File: src/rtl/rgbmf_pkg.sv
// Shared types, constants and compare helpers for the RGB 3x3 median filter.
package rgbmf_pkg;

    localparam int MAX_WIDTH_DEF = 1024;
    localparam int MAX_HEIGHT    = 4095;
    localparam int MIN_DIM       = 3;
    localparam int RST_WIDTH     = 640;
    localparam int RST_HEIGHT    = 480;
    localparam int FIFO_DEPTH    = 8;

    // request codes
    localparam logic REQ_PIXEL = 1'b0;
    localparam logic REQ_DRAIN = 1'b1;

    // config register indexes
    localparam logic CFG_IMAGE_WIDTH  = 1'b0;
    localparam logic CFG_IMAGE_HEIGHT = 1'b1;

    typedef logic [23:0]       t_pix;   // {R, G, B}
    typedef logic [8:0][23:0]  t_win;   // index = row * 3 + col

    typedef struct packed {
        logic       req_type;
        logic [7:0] red_in;
        logic [7:0] green_in;
        logic [7:0] blue_in;
    } t_pix_in;

    typedef struct packed {
        logic [7:0]  red_out;
        logic [7:0]  green_out;
        logic [7:0]  blue_out;
        logic [11:0] out_row;
        logic [9:0]  out_col;
        logic        frame_end;
    } t_pix_out;

    function automatic logic [7:0] max2(input logic [7:0] a, input logic [7:0] b);
        return (a > b) ? a : b;
    endfunction

    function automatic logic [7:0] min2(input logic [7:0] a, input logic [7:0] b);
        return (a < b) ? a : b;
    endfunction

    function automatic logic [7:0] max3(input logic [7:0] a, input logic [7:0] b,
                                       input logic [7:0] c);
        return max2(max2(a, b), c);
    endfunction

    function automatic logic [7:0] min3(input logic [7:0] a, input logic [7:0] b,
                                       input logic [7:0] c);
        return min2(min2(a, b), c);
    endfunction

    function automatic logic [7:0] med3(input logic [7:0] a, input logic [7:0] b,
                                       input logic [7:0] c);
        return max2(min2(a, b), min2(max2(a, b), c));
    endfunction

    // {max, mid, min}
    function automatic logic [23:0] sort3(input logic [7:0] a, input logic [7:0] b,
                                         input logic [7:0] c);
        return {max3(a, b, c), med3(a, b, c), min3(a, b, c)};
    endfunction

endpackage

File: src/rtl/rgbmf_out_fifo.sv
// Small result FIFO at the output; space is reserved by the top-level credit count.
module rgbmf_out_fifo #(
    parameter int DEPTH = rgbmf_pkg::FIFO_DEPTH
) (
    input  logic                 i_clk,
    input  logic                 i_rst_n,
    input  logic                 i_push,
    input  rgbmf_pkg::t_pix_out  i_data,
    output logic                 o_valid,
    input  logic                 i_stall,
    output rgbmf_pkg::t_pix_out  o_data,
    output logic                 o_pop
);

    localparam int PW = (DEPTH > 1) ? $clog2(DEPTH) : 1;
    localparam int CW = $clog2(DEPTH + 1);

    rgbmf_pkg::t_pix_out r_mem [DEPTH];
    logic [PW-1:0] r_wr_ptr;
    logic [PW-1:0] r_rd_ptr;
    logic [CW-1:0] r_count;

    assign o_valid = (r_count != '0);
    assign o_pop   = o_valid && !i_stall;
    assign o_data  = r_mem[r_rd_ptr];

    always_ff @(posedge i_clk) begin
        if (i_push) begin
            r_mem[r_wr_ptr] <= i_data;
        end
    end

    always_ff @(posedge i_clk) begin
        if (!i_rst_n) begin
            r_wr_ptr <= '0;
            r_rd_ptr <= '0;
            r_count  <= '0;
        end else begin
            if (i_push) begin
                r_wr_ptr <= (r_wr_ptr == PW'(DEPTH - 1)) ? '0 : r_wr_ptr + 1'b1;
            end
            if (o_pop) begin
                r_rd_ptr <= (r_rd_ptr == PW'(DEPTH - 1)) ? '0 : r_rd_ptr + 1'b1;
            end
            r_count <= r_count + CW'(i_push) - CW'(o_pop);
        end
    end

endmodule

File: config.mk
export PLATFORM = sky130hd
export DESIGN_NAME = rgbmf_out_fifo
export DESIGN_NICKNAME = d
export VERILOG_FILES = /design/src/rtl/rgbmf_pkg.sv /design/src/rtl/rgbmf_out_fifo.sv
export SDC_FILE = /design/constraint.sdc
export NUM_CORES = 1
export LEC_CHECK = 0
export ABC_AREA = 1
export BUFFER_PORTS_ARGS = -buffer_cell sky130_fd_sc_hd__buf_4
export CORE_ASPECT_RATIO = 2
export CORE_UTILIZATION = 38
export DETAILED_ROUTE_END_ITERATION = 6
export PLACE_DENSITY = 0.53
export SLEW_MARGIN = 15
export SYNTH_ARGS = -nofsm -noshare
export SYNTH_HDL_FRONTEND = slang
export SYNTH_SLANG_ARGS = --single-unit
File: constraint.sdc
create_clock -name i_clk -period 3.4 [get_ports i_clk]
set_clock_uncertainty 0.1 [all_clocks]
set_input_delay 0.34 -clock i_clk [delete_from_list [all_inputs] [get_ports i_clk]]
set_output_delay 0.34 -clock i_clk [all_outputs]
set_load 0.005 [all_outputs]
* Word-level counts from Yosys, hierarchy flattened *
Memory sizes are Yosys's and may differ from the RTL's. A register that Yosys moved wholly into a read port is not among the register bits.
Cells that the tools add are included.

operators by class
  bitwise gates (word level) = 0
  reduce and logical (&&, ||, !) cells = 3
  divide/modulo/power cells = 0
  shift-type cells = 0
  equality and inequality tests = 2
  multiply operators = 0
  muxes and demuxes = 6
  $lt $le $gt $ge = 0
  add/subtract/negate cells = 4

operators by type and width
  operator             count
  $mux 3               4
  $add 3x1->3 const B  2
  $eq 3x3->1 const B   2
  $add 4x1->4          1
  $reduce_bool 4->1    1
  $sub 4x1->4          1
  $mux 1               2
  $logic_and 1x1->1    1
  $logic_not 1->1      1

word-level totals
  latch bits = 0
  memory bits (read-only) = 0
  memories = 1
  word-level logic and storage cells = 19
  flip-flop bits (word level) = 10
  bits in writable memories = 376
  output and inout port bits = 49

memories
  name   depth  width  rd ports  clocked after memory_dff  write ports  line                  RTL
  r_mem  8      47     1         1                         1            rgbmf_out_fifo.sv:18  rgbmf_pkg::t_pix_out r_mem [DEPTH];

* Longest topological paths before layout *
  depth after elaboration = 4
  gate-level depth with buffers = 13
  depth with buffers taken out = 13

* Worst setup path after synthesis *
OpenSTA, ideal clock, no wires.

  path type = flip-flop to flip-flop
  start point = register r_wr_ptr[0]
  end point = memory r_mem[0][0] in the netlist's numbering (enable)
  period minus slack after synthesis = 3,001 ps
  path slack = 399 ps
  cell stages (with the launch flop) = 4
  required time = 2,848 ps
  data arrival time = 2,449 ps
  library setup time = 452 ps
  cell sequence = dfxtp_1 -> inv_1 -> nand2_1 -> nor2_1

RTL lines
  element                 line                  RTL
  from (decl)             rgbmf_out_fifo.sv:19  logic [PW-1:0] r_wr_ptr;
  from (signal assigned)  rgbmf_out_fifo.sv:40  r_wr_ptr <= (r_wr_ptr == PW'(DEPTH - 1)) ? '0 : r_wr_ptr + 1'b1;
  to (decl)               rgbmf_out_fifo.sv:18

No word-level cell before the write port.

==> impl_metrics.yaml <==
run_status:
  outcome: "finished clean"
synth:
  flops_latches_synth: 389
  yosysSeqAreaShare_pct: 67.7
  syn_area_per_cell_sq_um: 9.91
  synth_compound_area_share_pct: 0.235
  synth_area_sq_um: 17100
  synth-main-ff-cell: "edfxtp_1"
  synth_mux_area_share_pct: 0
  syn_nets: 1782
  synth-warning-count: 0
  post_synth_xor_area_fraction_pct: 0.0513
  synth_adder_area_share_pct: 0.704
  synth_top_family_by_area: "simple AND/OR/NAND/NOR gates"
  post_synth_edffs: 376
  synthDistinctLibCells: 21
  postSynthCellCount: 1722
  synth_simple_gate_area_share_pct: 20.0
  synth_async_sr_flop_share_pct: 0
route:
  drtAntennaViolNets: 0
  drt_drc_violations_left: 0
  finalWirelength_um: 38400
  per_cell_routed_wire_length_um: 15.7
  drt-pass1-iter-count: 5
  detailedRoute.firstIterationViolations: 535
  dr_total_vias: 11300
  viasPerCell: 4.63
cts:
  cts_tree: "yes"
  worst_skew_pair.late_latency_ns: 0.52
  clkSinkCount: 389
  post_cts.repair.setup_buffers: 0
  total_clock_buffers_created_by_cts: 35
  ctsLongestPathBuffers: 3
  root_buffer: "clkbuf_16"
  clock_tree.htree_level_count: 2
  cts.clk_slew.worst_paths_ns: 0.06
die:
  core-area_sq_um: 44200
  die_width_um: 152
  die_area_sq_um: 45800
  initial_core_util_pct: 38.6
  num_rows: 109
  io_pins: 100
  chipHeight_um: 302
power_and_ir_drop:
  pwr_density_cell_nw_per_um2: 637
  vdd_drop_max_v: 0.000547
  p_leak_nw: 9.15
critical_path:
  worst-r2r-cell-count: 11
  critical_path_required_ns: 2.96
  arrival_ns: 2.27
  timing.setup.critical_path_class: "reg2out"
  crit_path_max_fanout: 188
  start_kind: "register"
  worst_setup_path_end_kind: "output port"
place:
  place_worst_setup_slack_ns: 1.23
  place_congestion: 0.734
  dp_hpwl_um: 20300
  io_buffer_count: 99
sta:
  tightestPinTransition_ns: 0.913
  timing.slew.headroom_pct: 39.1
  layout_setup_ws_ns: 0.694
  timing.final.max_slew_violations: 0
  report.final.setup_viol: 0
  rsz0062_at_grt: "no"
  min_period_over_period_pct: 79.6
  post-route-min-period_ns: 2.71
  fmaxAchievable_ghz: 0.370
  setup_tns_ns: 0
  finalHoldViolations: 0
global_routing:
  grt_start_max_net_pins: 189
  antenna_found_initial: 2
  grt_remaining_overflow: 0
  wire_length_of_the_first_global_routing_pass_um: 60700
  grt_util_all_layers_pct: 17.1
  vias_in_the_first_global_route: 11300
min_path:
  timing.hold.worst_path_depth: 3
  hold_path.class: "in2reg"
run:
  drv.max_cap_violation_count: 0
finish:
  layout-drive-gt1-share_pct: 10.2
  areaGrowthSynthToFinish_pct: 17.6
  most-common-layout-cells: "633 x nand2_1, 393 x inv_1, 376 x edfxtp_1"
  seq_area_sq_um: 11600
  final_stage_net_count: 1914
  most_common_cell_after_layout_fill_and_taps_aside: "nand2_1"
  area_used_by_multi_input_combinational_logic_sq_um: 3650
  final.fill_count: 4174
-- sequential cells by signal (all words and copies together), names as in the netlist, named ones only --
register,count
r_mem,376
r_count,4
r_rd_ptr,3
r_wr_ptr,3
-- stage by stage --
stage | utilization [%] | instances | hold slack, ns | power (mW) | cell area (sq um)
6_report | 45.4 | 2438 | 0.0262 | 12.8 | 20100
5_1_grt | 45.4 | 2438 | 0.0443 | 13.5 | 20100
3_3_place_gp | 41.7 | 2324 | 0.387 | 8.83 | 18400
2_1_floorplan | - | 1722 | 0.339 | 7.57 | 17100
3_5_place_dp | 41.7 | 2324 | 0.399 | 8.86 | 18400
4_1_cts | 45.4 | 2436 | 0.00796 | 13.0 | 20100
-- per-layer routing --
metal	track usage, %	vias up	part of all wire [%]
li1	-	5590	-
met1	20.0	5461	42
met4	5.79	0	2.4
met3	2.20	55	3.1
met5	0	-	0
met2	32.0	191	53
-- area by class of cell --
| type | instances | share of cell area [%] |
|---|---|---|
| antenna | 2 | 0.0249 |
| clock buffer | 42 | 4.54 |
| clock inverter | 22 | 1.32 |
| inverter | 396 | 7.44 |
| multi-input combinational | 864 | 18.2 |
| sequential | 389 | 57.6 |
| tap | 555 | 3.46 |
| timing repair buffer | 168 | 7.44 |
-- path summary, 6_finish.rpt --
| path | startpoint | end | slack [ns] |
|---|---|---|---|
| setup reg to reg | r_count[2] | r_count[2] | 1.26 |
| hold reg to reg | r_wr_ptr[0] | r_wr_ptr[0] | 0.41 |
| hold / removal | i_push | r_wr_ptr[0] | 0.03 |
| setup / recovery | register | o_data[10] | 0.69 |
-- logic make-up after synthesis --
family | after synthesis
fa+ha+maj | 9
compound gates | 8
xor+xnor | 1
buf+inv | 469
flops | 389
simple gates | 846
-- synth_stat cells (2+ instances only) --
master / number / area [sq um]
nand2_1: 633 / 2380
inv_1: 393 / 1480
edfxtp_1: 376 / 11300
nand3_1: 191 / 956
buf_2: 40 / 200
nor2_1: 20 / 75.1
dfxtp_1: 13 / 260
buf_4: 12 / 90.1
clkbuf_1: 8 / 30.0
ha_1: 8 / 100
buf_6: 7 / 78.8
a21oi_1: 6 / 30.0
buf_1: 5 / 18.8
inv_2: 2 / 7.51
o21ai_0: 2 / 10.0
-- worst max-delay path, cell delays in order, from the launching register on --
cell	delay, ns
dfxtp_4	0.38
buf_12	0.60
nand2_1	0.14
nand3_1	0.11
nand2_1	0.07
nand2_1	0.06
nand2_1	0.11
buf_4	0.16
-- timing repair --
action | CTS | global route
resized for setup | 0 | 0
hold endpoints to repair | 379 | 0
hold buffers | 48 | 0
-- power breakdown --
part / switching, mW / leakage [nW] / internal, mW
sequential: 0.0517 / 3.52 / 5.42
combinational: 2.04 / 5.06 / 1.21
clock: 1.73 / 0.566 / 2.33
total: 3.82 / 9.15 / 8.96
Power figures use the tool's default switching activity.
