===== src/rtl/rgbmf_pkg.sv =====
// Shared types, constants and compare helpers for the RGB 3x3 median filter.
package rgbmf_pkg;

    localparam int MAX_WIDTH_DEF = 1024;
    localparam int MAX_HEIGHT    = 4095;
    localparam int MIN_DIM       = 3;
    localparam int RST_WIDTH     = 640;
    localparam int RST_HEIGHT    = 480;
    localparam int FIFO_DEPTH    = 8;

    // request codes
    localparam logic REQ_PIXEL = 1'b0;
    localparam logic REQ_DRAIN = 1'b1;

    // config register indexes
    localparam logic CFG_IMAGE_WIDTH  = 1'b0;
    localparam logic CFG_IMAGE_HEIGHT = 1'b1;

    typedef logic [23:0]       t_pix;   // {R, G, B}
    typedef logic [8:0][23:0]  t_win;   // index = row * 3 + col

    typedef struct packed {
        logic       req_type;
        logic [7:0] red_in;
        logic [7:0] green_in;
        logic [7:0] blue_in;
    } t_pix_in;

    typedef struct packed {
        logic [7:0]  red_out;
        logic [7:0]  green_out;
        logic [7:0]  blue_out;
        logic [11:0] out_row;
        logic [9:0]  out_col;
        logic        frame_end;
    } t_pix_out;

    function automatic logic [7:0] max2(input logic [7:0] a, input logic [7:0] b);
        return (a > b) ? a : b;
    endfunction

    function automatic logic [7:0] min2(input logic [7:0] a, input logic [7:0] b);
        return (a < b) ? a : b;
    endfunction

    function automatic logic [7:0] max3(input logic [7:0] a, input logic [7:0] b,
                                       input logic [7:0] c);
        return max2(max2(a, b), c);
    endfunction

    function automatic logic [7:0] min3(input logic [7:0] a, input logic [7:0] b,
                                       input logic [7:0] c);
        return min2(min2(a, b), c);
    endfunction

    function automatic logic [7:0] med3(input logic [7:0] a, input logic [7:0] b,
                                       input logic [7:0] c);
        return max2(min2(a, b), min2(max2(a, b), c));
    endfunction

    // {max, mid, min}
    function automatic logic [23:0] sort3(input logic [7:0] a, input logic [7:0] b,
                                         input logic [7:0] c);
        return {max3(a, b, c), med3(a, b, c), min3(a, b, c)};
    endfunction

endpackage


===== src/rtl/rgbmf_median.sv =====
// Two-stage 3x3 median per channel: column sort, then max/med/min merge.
module rgbmf_median (
    input  logic             i_clk,
    input  rgbmf_pkg::t_win  i_win,
    output rgbmf_pkg::t_pix  o_med
);

    // r_srt[ch][col] = {max, mid, min}
    logic [2:0][2:0][23:0] r_srt;
    logic [2:0][7:0]       r_med;

    for (genvar ch = 0; ch < 3; ch++) begin : g_ch
        always_ff @(posedge i_clk) begin
            for (int c = 0; c < 3; c++) begin
                r_srt[ch][c] <= rgbmf_pkg::sort3(i_win[c][ch*8 +: 8],
                                                 i_win[3+c][ch*8 +: 8],
                                                 i_win[6+c][ch*8 +: 8]);
            end
        end

        always_ff @(posedge i_clk) begin
            r_med[ch] <= rgbmf_pkg::med3(
                rgbmf_pkg::max3(r_srt[ch][0][7:0], r_srt[ch][1][7:0], r_srt[ch][2][7:0]),
                rgbmf_pkg::med3(r_srt[ch][0][15:8], r_srt[ch][1][15:8],
                                r_srt[ch][2][15:8]),
                rgbmf_pkg::min3(r_srt[ch][0][23:16], r_srt[ch][1][23:16],
                                r_srt[ch][2][23:16]));
        end
    end

    assign o_med = {r_med[2], r_med[1], r_med[0]};

endmodule


===== config.mk =====
export PLATFORM = sky130hd
export DESIGN_NAME = rgbmf_median
export DESIGN_NICKNAME = d
export VERILOG_FILES = /design/src/rtl/rgbmf_pkg.sv /design/src/rtl/rgbmf_median.sv
export SDC_FILE = /design/constraint.sdc
export NUM_CORES = 1
export LEC_CHECK = 0
export BUFFER_PORTS_ARGS = -buffer_cell sky130_fd_sc_hd__buf_2
export CELL_PAD_IN_SITES_DETAIL_PLACEMENT = 1
export CELL_PAD_IN_SITES_GLOBAL_PLACEMENT = 2
export CORE_MARGIN = 2
export CORE_UTILIZATION = 40
export CTS_BUF_LIST = sky130_fd_sc_hd__clkbuf_2
export DETAILED_ROUTE_END_ITERATION = 12
export PLACE_DENSITY_LB_ADDON = 0.15
export SYNTH_ARGS = -nofsm -noshare
export SYNTH_HDL_FRONTEND = slang
export SYNTH_SLANG_ARGS = --single-unit

===== constraint.sdc =====
create_clock -name i_clk -period 30.6 [get_ports i_clk]
set_input_delay 0 -clock i_clk [delete_from_list [all_inputs] [get_ports i_clk]]
set_output_delay 0 -clock i_clk [all_outputs]
set_load 0.05 [all_outputs]

## Word-level counts from Yosys, hierarchy flattened

Cells that the tools add are included.

- Register bits after elaboration: 240
- Logic and storage cells: 192

- Order comparisons: 90
- Multiplexer cells: 90

Operators with widths:

| kind | count |
|---|---|
| two-way mux 8 bit | 90 |
| > comparator 8 bit | 45 |
| < comparator 8 bit | 45 |

## Longest topological paths before layout

- Depth in word-level cells: 12
- Gate-level depth with buffers: 64
- Depth with buffers taken out: 61

## Worst setup path before layout

Ideal clock, no wire load.

- Path type: register -> register
- Start: register r_srt[33] (netlist name)
- End: register r_med, in the netlist o_med[1]
- Setup time: 0.083 ns
- Arrival time: 10.741 ns
- Path slack: 19.777 ns
- Stages on the path, launching flop included: 63
- Buffers on the path: 3
- Clock period less this slack: 10.823 ns
- Cell sequence: dfxtp_1 -> inv_1 -> ha_1 -> nor2b_1 -> o21a_1 -> o21a_1 -> o211ai_2 -> nand2_1 -> clkbuf_1 -> o21ai_0 -> ha_1 -> a21o_1 -> a21o_1 -> a221oi_1 -> nand3_1 -> mux2_2 -> nand2_1 -> buf_1 -> (+27 left out) -> nor3_1 -> inv_1 -> a21oi_4 -> mux2i_1 -> ha_1 -> nor2b_1 -> o21a_1 -> o21ai_0 -> nand2b_1 -> a21oi_1 -> o21ai_0 -> o21ai_0 -> nand2_1 -> or2_2 -> mux2_2 -> nor2_1 -> a21oi_1 -> o221ai_1

- Cells in the longest elaborated chain, start to end: 12
- Elaborated cells between the ends (all ways): 16

Ends and longest elaborated chain:

| what | line | RTL |
|---|---|---|
| start: declaration | rgbmf_median.sv:9 | `logic [2:0][2:0][23:0] r_srt;` |
| start signal: indexed assignment | rgbmf_median.sv:15 | `r_srt[ch][c] <= rgbmf_pkg::sort3(i_win[c][ch*8 +: 8],` |
| > comparator 8 bit | rgbmf_pkg.sv:39 | `return (a > b) ? a : b;` |
| two-way mux 8 bit | rgbmf_pkg.sv:39 |  |
| < comparator 8 bit | rgbmf_pkg.sv:43 | `return (a < b) ? a : b;` |
| two-way mux 8 bit | rgbmf_pkg.sv:43 |  |
| > comparator 8 bit | rgbmf_pkg.sv:39 |  |
| two-way mux 8 bit * | rgbmf_pkg.sv:39 |  |
| > comparator 8 bit | rgbmf_pkg.sv:39 |  |
| two-way mux 8 bit | rgbmf_pkg.sv:39 |  |
| < comparator 8 bit | rgbmf_pkg.sv:43 |  |
| two-way mux 8 bit | rgbmf_pkg.sv:43 |  |
| > comparator 8 bit | rgbmf_pkg.sv:39 |  |
| two-way mux 8 bit * | rgbmf_pkg.sv:39 |  |
| end signal: indexed assignment | rgbmf_median.sv:22 | `r_med[ch] <= rgbmf_pkg::med3(` |
| end: declaration | rgbmf_median.sv:10 | `logic [2:0][7:0] r_med;` |

Mark *: on every way between the ends. The rest lies on a longest branch, timed or not.

## Worst setup path after layout

Same ends and word-level chain as after synthesis.

==> impl_results.md <==
- Global-route wire length before repair: around 160 mm
- Worst path bufs/invs: 3
- Crit path top cell by count: ha_1
- R2R Path End: o_med[1]
- Core Area: 62600 um2
- # port buffers: 240
- CTS tree: yes
- Largest net degree at the start of global routing: 18
- Final worst-path cycle share: ~44%
- DRC viols: 0
- Ys Warns: 0
- Width of the die: approximately 250 um
- MaxCap Viol Count: 0
- NumNets Final: between 4000 and 5000
- Setup WS pre-CTS: 17.51 ns
- Data arrival, critical path: approximately 14 ns
- Ranking of synthesized cells by area: ha_1, dfxtp_1, mux2i_1
- Post-CTS setup buffer count: 0
- Grt total ovfl: 0
- Startpoint Class: flop
- Die Ht: 255 um
- Top cell type by total area after synthesis: ha_1
- # H-tree levels: 3
- Vias in the first global route: about 30000
- Seq/Total Area, Yosys: 19.1%
- Worst skew pair latency: 1.06 ns
- Top cell type's share of synthesized area: 24.6%
- Final TNS setup: 0 ns
- Slowest library cell on the worst path: a221oi_1
- Final Hold Viols: 0
- Hold path depth: 5
- Die area: around 65000 um2
- Max Slew Vio Count: 0
- Maximum fanout along the worst path: 14
- Routed len/inst: a little over 20 um
- DR vias: around 27000
- RSZ-0062 raised after global routing: false
- Clock sinks: between 200 and 250
- 1st-pass router iterations: 5
- Area Overhead vs Synth: 33.6%
- Via/cell ratio: roughly 5.5
- Post-route setup slack: between 15 and 20 ns
- Max-slew headroom: roughly 17%
- Syn Inst Count: around 3200
- Clock root cell: clkbuf_2
- Finished Core Util: 53.8%
- Routed wire length: a little over 100 mm
- FF+latch count, synth: 240
- Final min period: between 10 and 15 ns
- Post-synth EDFFs: 0
- Req. time, crit path: roughly 31 ns
- Post-synth net total: around 3900
- Crit path largest cell delay: about 0.53 ns
- Initial antenna violation count: 25
- Clock Skew: between 0.1 and 0.15 ns
- CTS Buffer Depth: 3
- Gr usage total: 30.9%
- Worst hold path startpoint: i_win[39]
- Hold Path End: r_srt[111]
- Status: completed
- Post-synthesis cell area: 25200 um2
- Initial cell density of the core: roughly two fifths
- Site row count: 92
- Antenna viol nets, final: 0
- FMAX: about 75 MHz
- Primary FF master, synth: dfxtp_1
- Mapped Avg Cell Area: 7.92 um2
- HP Class: input pin to flop
- Setup CP Type: flop to flop
- Synth unique cells: 79
- Placer Congestion: around 0.86
- Fraction of layout cells with a size suffix above 1: between 10% and 20%
- I/O pin count: approximately 240
- CP delay by family, top: compound AO/OA/AOI/OAI gates
- HPWL after DPL: 70.7 mm
- Final setup fails: 0
- CP endpoint kind: flop
- Async SR Flop Fraction: 0%
- Flop-to-flop setup slack: approximately 17 ns
- # fillers: about 8000
- Reg clk slew, reported paths: approximately 0.1 ns
- Most common cell after layout, fill and taps aside: dlygate4sd3_1
- Most frequent cells in the layout: dlygate4sd3_1, ha_1, inv_1
- Least-Margin Pin Slew: approximately 1.2 ns
- Worst r2r src: r_srt[33]
- R2R cell count: 60
- CTS Buf Count: 71
- Critical path origin: r_srt[33]
- 1st-iter DRT viols: between 1000 and 1500
worst register-to-register path, delay by kind of cell (launching register included):
family	cells	cell delay, ns
AO/OA/AOI/OAI	26	5.06
AND/OR/NAND/NOR	21	4.17
adder cells (fa/ha/maj)	6	1.75
multiplexers	4	1.28
buffers and inverters	3	0.48
flip-flops	1	0.44
routing by layer:
layer | global-route usage [%] | wire (um)
met5 | 0 | 64
met4 | 14.2 | 4400
met3 | 5.10 | 3500
met2 | 55.3 | 50500
met1 | 36.0 | 43000
synth_stat cells, types with 8 or more instances:
| master | instances |
|---|---|
| nor2_1 | 104 |
| o21ai_0 | 376 |
| a21oi_1 | 198 |
| nand3_1 | 55 |
| nor2b_1 | 47 |
| mux2_2 | 115 |
| nor3_1 | 15 |
| mux2i_1 | 217 |
| dfxtp_1 | 240 |
| a21boi_0 | 10 |
| a21o_1 | 98 |
| inv_1 | 411 |
| nand2_1 | 350 |
| a211oi_1 | 18 |
| ha_1 | 495 |
| and2_1 | 12 |
| clkbuf_1 | 50 |
| nand2b_1 | 50 |
| nand4_1 | 58 |
| o21ai_1 | 39 |
| o21a_1 | 68 |
| o211ai_1 | 8 |
| and4_1 | 12 |
| and3_1 | 19 |
worst max-delay path by stage:
stage / to / slack [ns] / depth (start not counted)
after global placement: o_med[1] / 17.94 / 60
final: o_med[1] / 17.29 / 60
after CTS: o_med[1] / 17.42 / 60
after floorplan: o_med[1] / 19.78 / 62
after detailed placement: o_med[1] / 17.51 / 60
after global routing: o_med[1] / 16.15 / 61
logic make-up after synthesis:
group	count (synthesis)	synth area share, %
xor gates and xnor gates	4	0.139
DFF	240	19.1
and+or+nand+nor	739	13.7
AOI/OAI and AO/OA	896	21.3
muxes	337	14.1
adders and majority gates	498	24.7
buffers and inverters	467	7.04
through the flow:
stage | cells | cell area [um2] | hold WS (ns)
after global routing | 4927 | 33600 | 0.00360
final | 4932 | 33700 | 0.124
after floorplan | 3181 | 25200 | 0.137
after detailed placement | 4216 | 27300 | 0.263
after global placement | 4216 | 27300 | 0.280
after CTS | 4908 | 33600 | 0.00184
flip-flops by register name, indices dropped and copies added, names as in the netlist:
| name | flops |
|---|---|
| r_srt | 216 |
| o_med | 24 |
layout make-up:
type	instances	area (um2)	area share, %
Multi-Input combinational cell	2474	18600	55.4
Inverter	411	1540	4.58
Antenna cell	24	60.1	0.178
Clock buffer	97	485	1.44
Timing Repair Buffer	815	6940	20.6
Clock inverter	25	133	0.394
Sequential cell	240	4800	14.3
Tap cell	846	1060	3.14
repair_timing:
item / in CTS / in global routing
hold buffers: 570 / 0
endpoints found under the hold margin: 216 / 0
resized for setup: 0 / 0
Power is left out: the tool's default activity adds up to more than one toggle a clock period on the data nets, which glitch-free logic cannot reach.
